<file path="src/sv/ils_pkg.sv">
// Package for the indexed list store: sizes, operation codes, payload types
// and the command/status structs shared by the controller and the datapath.
// No dependencies.
package ils_pkg;

  // Number of elements the store can hold.
  localparam int unsigned DEPTH  = 256;
  localparam int unsigned ADDR_W = $clog2(DEPTH);
  localparam int unsigned CNT_W  = $clog2(DEPTH + 1);

  // Widths of the payload fields.
  localparam int unsigned OP_W    = 3;
  localparam int unsigned WORD_W  = 32;
  localparam int unsigned COUNT_W = 9;

  // Operation codes.
  localparam logic [OP_W-1:0] OP_READ      = 3'd0;
  localparam logic [OP_W-1:0] OP_APPEND    = 3'd1;
  localparam logic [OP_W-1:0] OP_DROP_LAST = 3'd2;
  localparam logic [OP_W-1:0] OP_SEARCH    = 3'd3;
  localparam logic [OP_W-1:0] OP_OVERWRITE = 3'd4;
  localparam logic [OP_W-1:0] OP_REMOVE_AT = 3'd5;

  // Answer for "not found" and "invalid index".
  localparam logic [WORD_W-1:0] NEG_ONE = '1;

  typedef struct packed {
    logic [OP_W-1:0]          operation;
    logic signed [WORD_W-1:0] index;
    logic signed [WORD_W-1:0] value;
  } ils_in_t;

  typedef struct packed {
    logic signed [WORD_W-1:0] result;
    logic                     ok;
    logic [COUNT_W-1:0]       count;
  } ils_out_t;

  // Commands from the controller to the datapath.
  typedef struct packed {
    logic load;     // capture the accepted request
    logic exec;     // evaluate the request against the current count
    logic rd_done;  // element read for a read request has returned
    logic walk;     // one step of the element walk
    logic fin;      // move the answer into the output register
  } ils_cmd_t;

  // Status from the datapath to the controller.
  typedef struct packed {
    logic is_read;   // request needs one element read
    logic is_walk;   // request needs a walk over the elements
    logic walk_end;  // walk finished (match found or elements exhausted)
  } ils_sts_t;

endpackage

</file>
<file path="src/sv/ils_ctrl.sv">
// Controller of the indexed list store: sequences each request through
// evaluation, element read or walk, and hand-over to the output register.
// Depends on ils_pkg.
module ils_ctrl (
  input  logic              clk_i,
  input  logic              rst_ni,
  input  logic              in_valid_i,
  output logic              in_ready_o,
  output logic              out_valid_o,
  input  logic              out_ready_i,
  input  ils_pkg::ils_sts_t sts_i,
  output ils_pkg::ils_cmd_t cmd_o
);

  localparam logic [2:0] ST_IDLE   = 3'd0;
  localparam logic [2:0] ST_EXEC   = 3'd1;
  localparam logic [2:0] ST_RDWAIT = 3'd2;
  localparam logic [2:0] ST_WALK   = 3'd3;
  localparam logic [2:0] ST_FIN    = 3'd4;

  logic [2:0] state_q, state_d;
  logic       out_valid_q, out_valid_d;
  logic       out_free;

  // The output register can take a new answer once the old one is gone.
  assign out_free = !out_valid_q || out_ready_i;

  // Next state and command decode.
  always_comb begin
    state_d    = state_q;
    cmd_o      = '0;
    in_ready_o = 1'b0;
    case (state_q)
      ST_IDLE: begin
        in_ready_o = 1'b1;
        if (in_valid_i) begin
          cmd_o.load = 1'b1;
          state_d    = ST_EXEC;
        end
      end
      ST_EXEC: begin
        cmd_o.exec = 1'b1;
        if (sts_i.is_read) begin
          state_d = ST_RDWAIT;
        end else if (sts_i.is_walk) begin
          state_d = ST_WALK;
        end else begin
          state_d = ST_FIN;
        end
      end
      ST_RDWAIT: begin
        cmd_o.rd_done = 1'b1;
        state_d       = ST_FIN;
      end
      ST_WALK: begin
        cmd_o.walk = 1'b1;
        if (sts_i.walk_end) begin
          state_d = ST_FIN;
        end
      end
      ST_FIN: begin
        if (out_free) begin
          cmd_o.fin = 1'b1;
          state_d   = ST_IDLE;
        end
      end
      default: begin
        state_d = ST_IDLE;
      end
    endcase
  end

  // Output valid: set on hand-over, cleared when the transfer completes.
  always_comb begin
    out_valid_d = out_valid_q;
    if (out_ready_i) begin
      out_valid_d = 1'b0;
    end
    if (cmd_o.fin) begin
      out_valid_d = 1'b1;
    end
  end

  always_ff @(posedge clk_i or negedge rst_ni) begin
    if (!rst_ni) begin
      state_q     <= ST_IDLE;
      out_valid_q <= 1'b0;
    end else begin
      state_q     <= state_d;
      out_valid_q <= out_valid_d;
    end
  end

  assign out_valid_o = out_valid_q;

endmodule

</file>
<file path="config.mk">
export PLATFORM = sky130hd
export DESIGN_NAME = ils_ctrl
export DESIGN_NICKNAME = d
export VERILOG_FILES = /design/src/sv/ils_pkg.sv /design/src/sv/ils_ctrl.sv
export SDC_FILE = /design/constraint.sdc
export NUM_CORES = 1
export LEC_CHECK = 0
export ABC_AREA = 1
export BUFFER_PORTS_ARGS = -buffer_cell sky130_fd_sc_hd__buf_2
export CORE_AREA = 2 2 39 41
export DETAILED_ROUTE_END_ITERATION = 12
export DIE_AREA = 0 0 41 43
export PLACE_DENSITY = 0.43
export SLEW_MARGIN = 20
export SYNTH_ARGS = -nofsm -noshare
export SYNTH_HDL_FRONTEND = slang
export SYNTH_SLANG_ARGS = --single-unit
</file>
<file path="constraint.sdc">
create_clock -name clk_i -period 1.2 [get_ports clk_i]
set_clock_uncertainty 0.05 [all_clocks]
set_input_delay 0.18 -clock clk_i [delete_from_list [all_inputs] [get_ports clk_i]]
set_output_delay 0.18 -clock clk_i [all_outputs]
set_load 0.01 [all_outputs]
</file>
# After elaboration in Yosys (flattened, before gate mapping)
# Cells that the tools add are included.
[word_totals]
regBits = 4
latchBits = 0
mem_bits_rw = 0
romBits = 0
in_bits = 7
out_inout_bits = 7
wordCells = 30
mem_count = 0
[classes]
add_sub_neg = 0
multipliers = 0
div_mod_pow = 0
n_lt_le_gt_ge = 0
eq_ne = 7
n_shift = 0
n_mux = 16
bitwise = 0
reduce_logical = 5
[op_table]
columns = ["operator", "count"]
rows = [
  ["$mux 3", 5],
  ["$pmux 3 s5", 1],
  ["$mux 1", 10],
  ["$eq 3x2->1 const B", 2],
  ["$ne 2x2->1 const B", 3],
  ["$eq 3x1->1 const B", 1],
  ["$eq 3x3->1 const B", 1],
  ["$logic_not 3->1", 1],
  ["$reduce_and 3->1", 1],
  ["$reduce_bool 2->1", 1],
  ["$logic_not 1->1", 1],
  ["$logic_or 1x1->1", 1],
]

# Depth between registers and ports, before layout
# Gate-level depths: netlist of the first run.
[logic_depth]
word_depth = 5
mapped_depth = 6
ltp_nobuf = 6

# Worst setup path before layout of the first run
# OpenSTA, ideal clock, no wires.
[synth_path]
path_type = "reg-to-reg"
start = "register state_q[0]"
end = "register state_q[0]"
setup_ns = 0.078
arrival_ns = 0.988
t_required_ns = 1.072
setup_slack_ns = 0.084
path_stages_with_launch = 4
path_buffers = 0
synth_period_minus_slack_ns = 1.116
cell_sequence = "dfrtp_1 nor3_1 nor2_1 o21bai_1"
[synth_via]
elab_chain_cells = 3
elab_cells_between_ends = 10
cone_classes = "eq/ne: 7; mux: 1; reduce/logical: 2"
[synth_rtl]
columns = ["item", "line", "rtl"]
rows = [
  ["start: declaration", "ils_ctrl.sv:21", "logic [2:0] state_q, state_d;"],
  ["start signal: assignment", "ils_ctrl.sv:89", "state_q <= state_d;"],
  ["$eq 3x3->1 (tied with other cells)", "ils_ctrl.sv:33", "case (state_q)"],
  ["$ne 2x2->1 (no line)", "-", ""],
  ["$reduce_and 3->1 (no line)", "-", ""],
]
# Parallel ways exist; a longest one is shown, timed or not.
# A chain may end at the register's enable or synchronous reset.

==> metrics.yaml, run 1 <==
outcome:
  status: "finished, violations left"
  violations: "negative setup slack"
global_route:
  grt.overflow.total: 0
  grt_usage: 0.08468
  grt_antenna_before_repair: 0
  grt_max_degree: 8
  grt_pass1_vias: 267
  grt_pass1_wl_um: 952
critical_path:
  required_ps: 970
  path_max_fanout: 6
  slowest_stage: "dfrtp_2"
  worstSetupStartpointType: "register"
  crit_start: "state_q[1]"
  crit_path_end_kind: "primary output"
  cp_cell_sequence: "nor4_2, buf_2"
  cp_top_family: "flip-flops"
  critPathMaxStageDelay_ps: 450
  cp_num_buf_inv: 1
  critPathKind: "reg2out"
  reg2reg_from: "state_q[0]"
  worst_ep_arrival_time_ps: 1090
min_path:
  hp-class: "in2reg"
  holdCritStartpoint: "out_ready_i"
clock_tree:
  clock-sinks: 4
  cts.path.max_buffers: 2
  cts-root-buf: "clkbuf_4"
  tritoncts: "done"
  numCtsBuffers: 3
  htreeDepth: 1
  clk_pin_slew_ps: 40
  clock_latency_ps: 230
sta:
  fin_ws_ps: -124.8
  final-setup-viol-count: 6
  fin_tns_setup_ps: -544.6
  fmax_ghz: 0.7549
  slew_violations: 0
  rsz0062_at_grt: "yes"
  max-slew-margin-rel: 0.8803
  tightestPinTransition_ps: 178.1
  post-route-min-period_ps: 1325
  post-route-period-util: 1.104
  final-hold-violation-count: 0
synth:
  synthCells: 41
  ys_seq_area_frac: 0.3828
  yosys_warnings: 0
  syn_area_per_cell_sq_um: 6.378
  netlist.area_leader.share: 0.3828
  syn_area_sq_um: 261.5
  synthTopCellsByArea: "dfrtp_1 38%, inv_1 13%, nand2_1 13%"
  synth_cell_types: 12
  synth_nets: 48
  synth_area_leader_cell: "dfrtp_1"
  synth_seq_cells: 4
route:
  drt_iter0_drc: 4
  drt_wl_total_um: 633
  ant_nets: 0
  drc: 0
  routedWlPerCell_um: 8.329
  vias: 305
  via_per_inst: 4.013
  drt_first_pass_iters: 2
die:
  start_util: 0.1890
  die_w_um: 41
  die_y_um: 43
  rows: 14
  dieArea_sq_um: 1763
  core-area_sq_um: 1384
  ios: 14
placement:
  dpl_cell_area_sq_um: 339.1
  place_congestion: 0.6004
  place_inst: 69
  port_buffers: 13
  hpwl_um: 470.4
final_layout:
  final_util: 0.3174
  final_cells: 76
  nets: 69
  n_antenna_cell: 0
  drive_above_1_share: 0.4833
  design_area_sq_um: 439.2
  syn_to_final_growth_pct: 67.94
power_and_ir_drop:
  power_density_nw_per_um2: 2512
  p_leak_nw: 0.2505
  ir_worst_vdd_mv: 0.6516
  finalPower_mw: 1.103
flow_run:
  drv_cap: 0
==> path summary, 6_finish.rpt <==
path,to,slack (ps),depth (start not counted)
min in group asynchronous,state_q[0],230,2
worst max register to register,state_q[2],80,5
max in group asynchronous,state_q[2],740,2
worst min register to register,out_valid_o,490,2
worst max-delay path,cmd_o[4],-120,2
worst min-delay path,out_valid_o,110,2
==> cells in the final DEF, fill, tap and decap left out, types with 2 or more instances in the layout <==
cell type	count
clkbuf_4	3
nor2_1	7
inv_1	8
buf_6	2
nand3_1	2
buf_4	2
o21ai_0	2
buf_2	12
nor2_4	2
nand2_1	8
dfrtp_2	3
==> through the flow <==
step	hold slack [ps]	setup WS (ps)
finish	113.1	-124.8
global route	148.8	-170.5
CTS	112.3	-150.6
detailed placement	-59.82	52.66
global placement	-61.36	45.61
floorplan	-165.6	83.53
==> cell type report <==
cell class                      count  area (sq um)
Sequential cell                     4         103.9
Inverter                            9         33.78
Timing Repair Buffer               17         107.6
Multi-Input combinational cell     27         151.4
Tap cell                           16         20.02
Clock buffer                        3         22.52
Fill cell                         161         944.7
==> cell families after synthesis <==
group	share of synthesized area
AOI/OAI and AO/OA	0.06700
buffers and inverters	0.1579
and+or+nand+nor	0.3924
DFF	0.3828
==> registers in the layout (all words and copies together), names as in the netlist <==
name and flops:
out_valid_o 1, state_q 3
==> layer usage <==
layer	vias to the layer above	global-route usage	part of all wire
met5	-	0	0
met4	0	0.1000	0.017
met3	2	0.02094	0.046
met2	7	0.1250	0.52
met1	134	0.08143	0.42
li1	162	-	-
==> power breakdown <==
| part | total, mW | internal, mW | switching [mW] | leakage (nW) |
|---|---|---|---|---|
| Combinational | 0.598 | 0.297 | 0.300 | 0.189 |
| Clock | 0.164 | 0.112 | 0.0526 | 0.0138 |
| Sequential | 0.341 | 0.212 | 0.129 | 0.0479 |
==> synth_stat cells (all sizes together) <==
cell type and number:
o21ai 2, dfrtp 4, nand4 1, nand2 9, nor2 9, nor3 1
nand3 3, nor4 1, inv 9, o21bai 1, buf 1
==> what timing repair did <==
| item | 4_1_cts | 5_1_grt |
|---|---|---|
| pin swaps | 4 | 1 |
| endpoints found under the setup margin | 6 | 6 |
| setup buffers | 2 | 1 |
| resized for setup | 11 | 2 |
| hold endpoints to repair | 4 | 0 |
| hold buffers | 1 | 0 |
Power figures use the tool's default switching activity.
==> run 2: changes to the inputs <==
--- a/config.mk
+++ b/config.mk
@@ -11,6 +11,7 @@
 export DETAILED_ROUTE_END_ITERATION = 12
 export DIE_AREA = 0 0 41 43
 export PLACE_DENSITY = 0.43
+export RECOVER_POWER = 50
 export SLEW_MARGIN = 20
 export SYNTH_ARGS = -nofsm -noshare
 export SYNTH_HDL_FRONTEND = slang
==> run 2 against run 1 <==
  * The flow still finishes with violations (negative setup slack)
  * Setup slack unchanged
  * Global-route usage stayed put
  * Die area unchanged
  * Sequential share of layout area grew 0.068 points
  * Critical path type unchanged
  * Highest routed layer unchanged
==> metrics.yaml, run 2 (synthesized netlist as in run 1, its figures left out) <==
outcome:
  status: "finished, violations left"
  violations: "negative setup slack"
sta:
  timing.hold.ws_ps: 113.1  # unchanged
  rsz0062_at_grt: "yes"
  final-setup-viol-count: 6  # unchanged
  post-route-period-util: 1.104  # unchanged
  tightestPinTransition_ps: 211.3  # +33.14 ps
  fmax_ghz: 0.7549  # unchanged
  max-slew-margin-rel: 0.8592  # -0.02110
  post-route-min-period_ps: 1325  # unchanged
  fin_ws_ps: -124.8  # unchanged
  final-hold-violation-count: 0  # unchanged
  slew_violations: 0  # unchanged
final_layout:
  design_area_sq_um: 437.9  # -0.28%
  fill_cells: 162  # +0.62%
  layout_commonest_cell: "buf_2"
  layout_common_cells: "11 x buf_2, 8 x nand2_1, 8 x inv_1, 7 x nor2_1"
  final_util: 0.3165  # -0.0009040
  largest_register_ffs: 3  # unchanged
  regMostFlops: "state_q"
  drive_above_1_share: 0.4667  # -0.01667
  final_cells: 76  # unchanged
  syn_to_final_growth_pct: 67.46
  n_antenna_cell: 0  # unchanged
  nets: 69  # unchanged
route:
  top_layer_used: "met4"
  drt_wl_total_um: 633  # unchanged
  drt_first_pass_iters: 2  # unchanged
  wl_met1_um: 263  # unchanged
  drc: 0  # unchanged
  ant_nets: 0  # unchanged
  via_per_inst: 4.013  # unchanged
  vias: 305  # unchanged
  wl_met3_um: 29  # unchanged
  wl_met2_um: 329  # unchanged
  drt_iter0_drc: 4  # unchanged
  routedWlPerCell_um: 8.329  # unchanged
critical_path:
  worstSetupStartpointType: "register"
  rr_worst_depth: 5  # unchanged
  reg2reg_from: "state_q[0]"
  cp_cell_sequence: "nor4_2, buf_2"
  crit_path_end_kind: "primary output"
  r2r-end: "state_q[2]"
  critPathMaxStageDelay_ps: 450  # about the same
  path_max_fanout: 6  # unchanged
  critPathKind: "reg2out"
  worst_ep_arrival_time_ps: 1090  # about the same
  r2r_setup_slack_ps: 80  # about the same
  endpoint: "cmd_o[4]"
  crit_start: "state_q[1]"
  slowest_stage: "dfrtp_2"
  required_ps: 970  # about the same
power_and_ir_drop:
  power_density_nw_per_um2: 2518  # +0.25%
  p_leak_nw: 0.2477  # -1.1%
  ir_worst_vdd_mv: 0.6516  # about the same
die:
  core-area_sq_um: 1384  # unchanged
  dieArea_sq_um: 1763  # unchanged
  ios: 14  # unchanged
  rows: 14  # unchanged
  die_w_um: 41  # unchanged
  die_y_um: 43  # unchanged
  start_util: 0.1890  # unchanged
placement:
  post-place-ws_ps: 52.66  # unchanged
  hpwl_um: 470.4  # unchanged
  port_buffers: 13  # unchanged
  place_inst: 69  # unchanged
  dpl_cell_area_sq_um: 339.1  # unchanged
  place_congestion: 0.6004  # unchanged
min_path:
  hp-class: "in2reg"
global_route:
  grt.overflow.total: 0  # unchanged
  grt_max_degree: 8  # unchanged
  grt_pass1_wl_um: 952  # unchanged
  grt_usage: 0.08468  # unchanged
  grt_pass1_vias: 267  # unchanged
  grt_antenna_before_repair: 0  # unchanged
clock_tree:
  tritoncts: "done"
  cts-root-buf: "clkbuf_4"
  clock_latency_ps: 230  # about the same
  clk_pin_slew_ps: 40  # about the same
  clock-sinks: 4  # unchanged
  htreeDepth: 1  # unchanged
  cts.path.max_buffers: 2  # unchanged
  numCtsBuffers: 3  # unchanged
flow_run:
  drv_cap: 0  # unchanged
run 2: worst max-delay path: cells and delay by family, from the launching register on:
family | cells | cell delay (ps)
simple gates | 1 | 240
buf+inv | 1 | 160
flops | 1 | 450
run 2: worst min path at each step:
stage,from,end,slack [ps],cells past startpoint
global route,out_ready_i,out_valid_o,150,2
global placement,rst_ni,out_valid_o,-60,1
floorplan,rst_ni,out_valid_o,-170,0
detailed placement,rst_ni,out_valid_o,-60,1
finish,out_ready_i,out_valid_o,110,2
CTS,out_ready_i,out_valid_o,110,2
run 2: what timing repair did:
item                                   CTS  global route
hold buffers                             1             0
pin swaps                                4             1
setup endpoints to repair                6             6
endpoints found under the hold margin    4             0
resized for setup                       11             2
buffers inserted                         2             1
run 2: metrics by stage:
stage	power (mW)	TNS, ps
detailed placement	0.7514	0
finish	1.103	-544.6
CTS	1.081	-612.5
floorplan	0.5923	0
global route	1.208	-850.0
global placement	0.7546	0
run 2: cell type report:
type	instances	area (sq um)	share of cell area
multi-input cells	27	151.4	0.3457
inverters	9	33.78	0.07714
clock buffers	3	22.52	0.05143
repair buffers	17	106.4	0.2429
well taps	16	20.02	0.04571
flip-flops and latches	4	103.9	0.2371
run 2: where the power goes:
part	internal, mW	total (mW)	switching [mW]
registers	0.212	0.341	0.129
logic	0.297	0.597	0.300
clock network	0.112	0.164	0.0526
total	0.620	1.10	0.482
run 2: layer usage:
| metal | vias to the layer above | global-route usage |
|---|---|---|
| li1 | 162 | - |
| met1 | 134 | 0.08143 |
| met2 | 7 | 0.1250 |
| met3 | 2 | 0.02094 |
| met4 | 0 | 0.1000 |
| met5 | - | 0 |
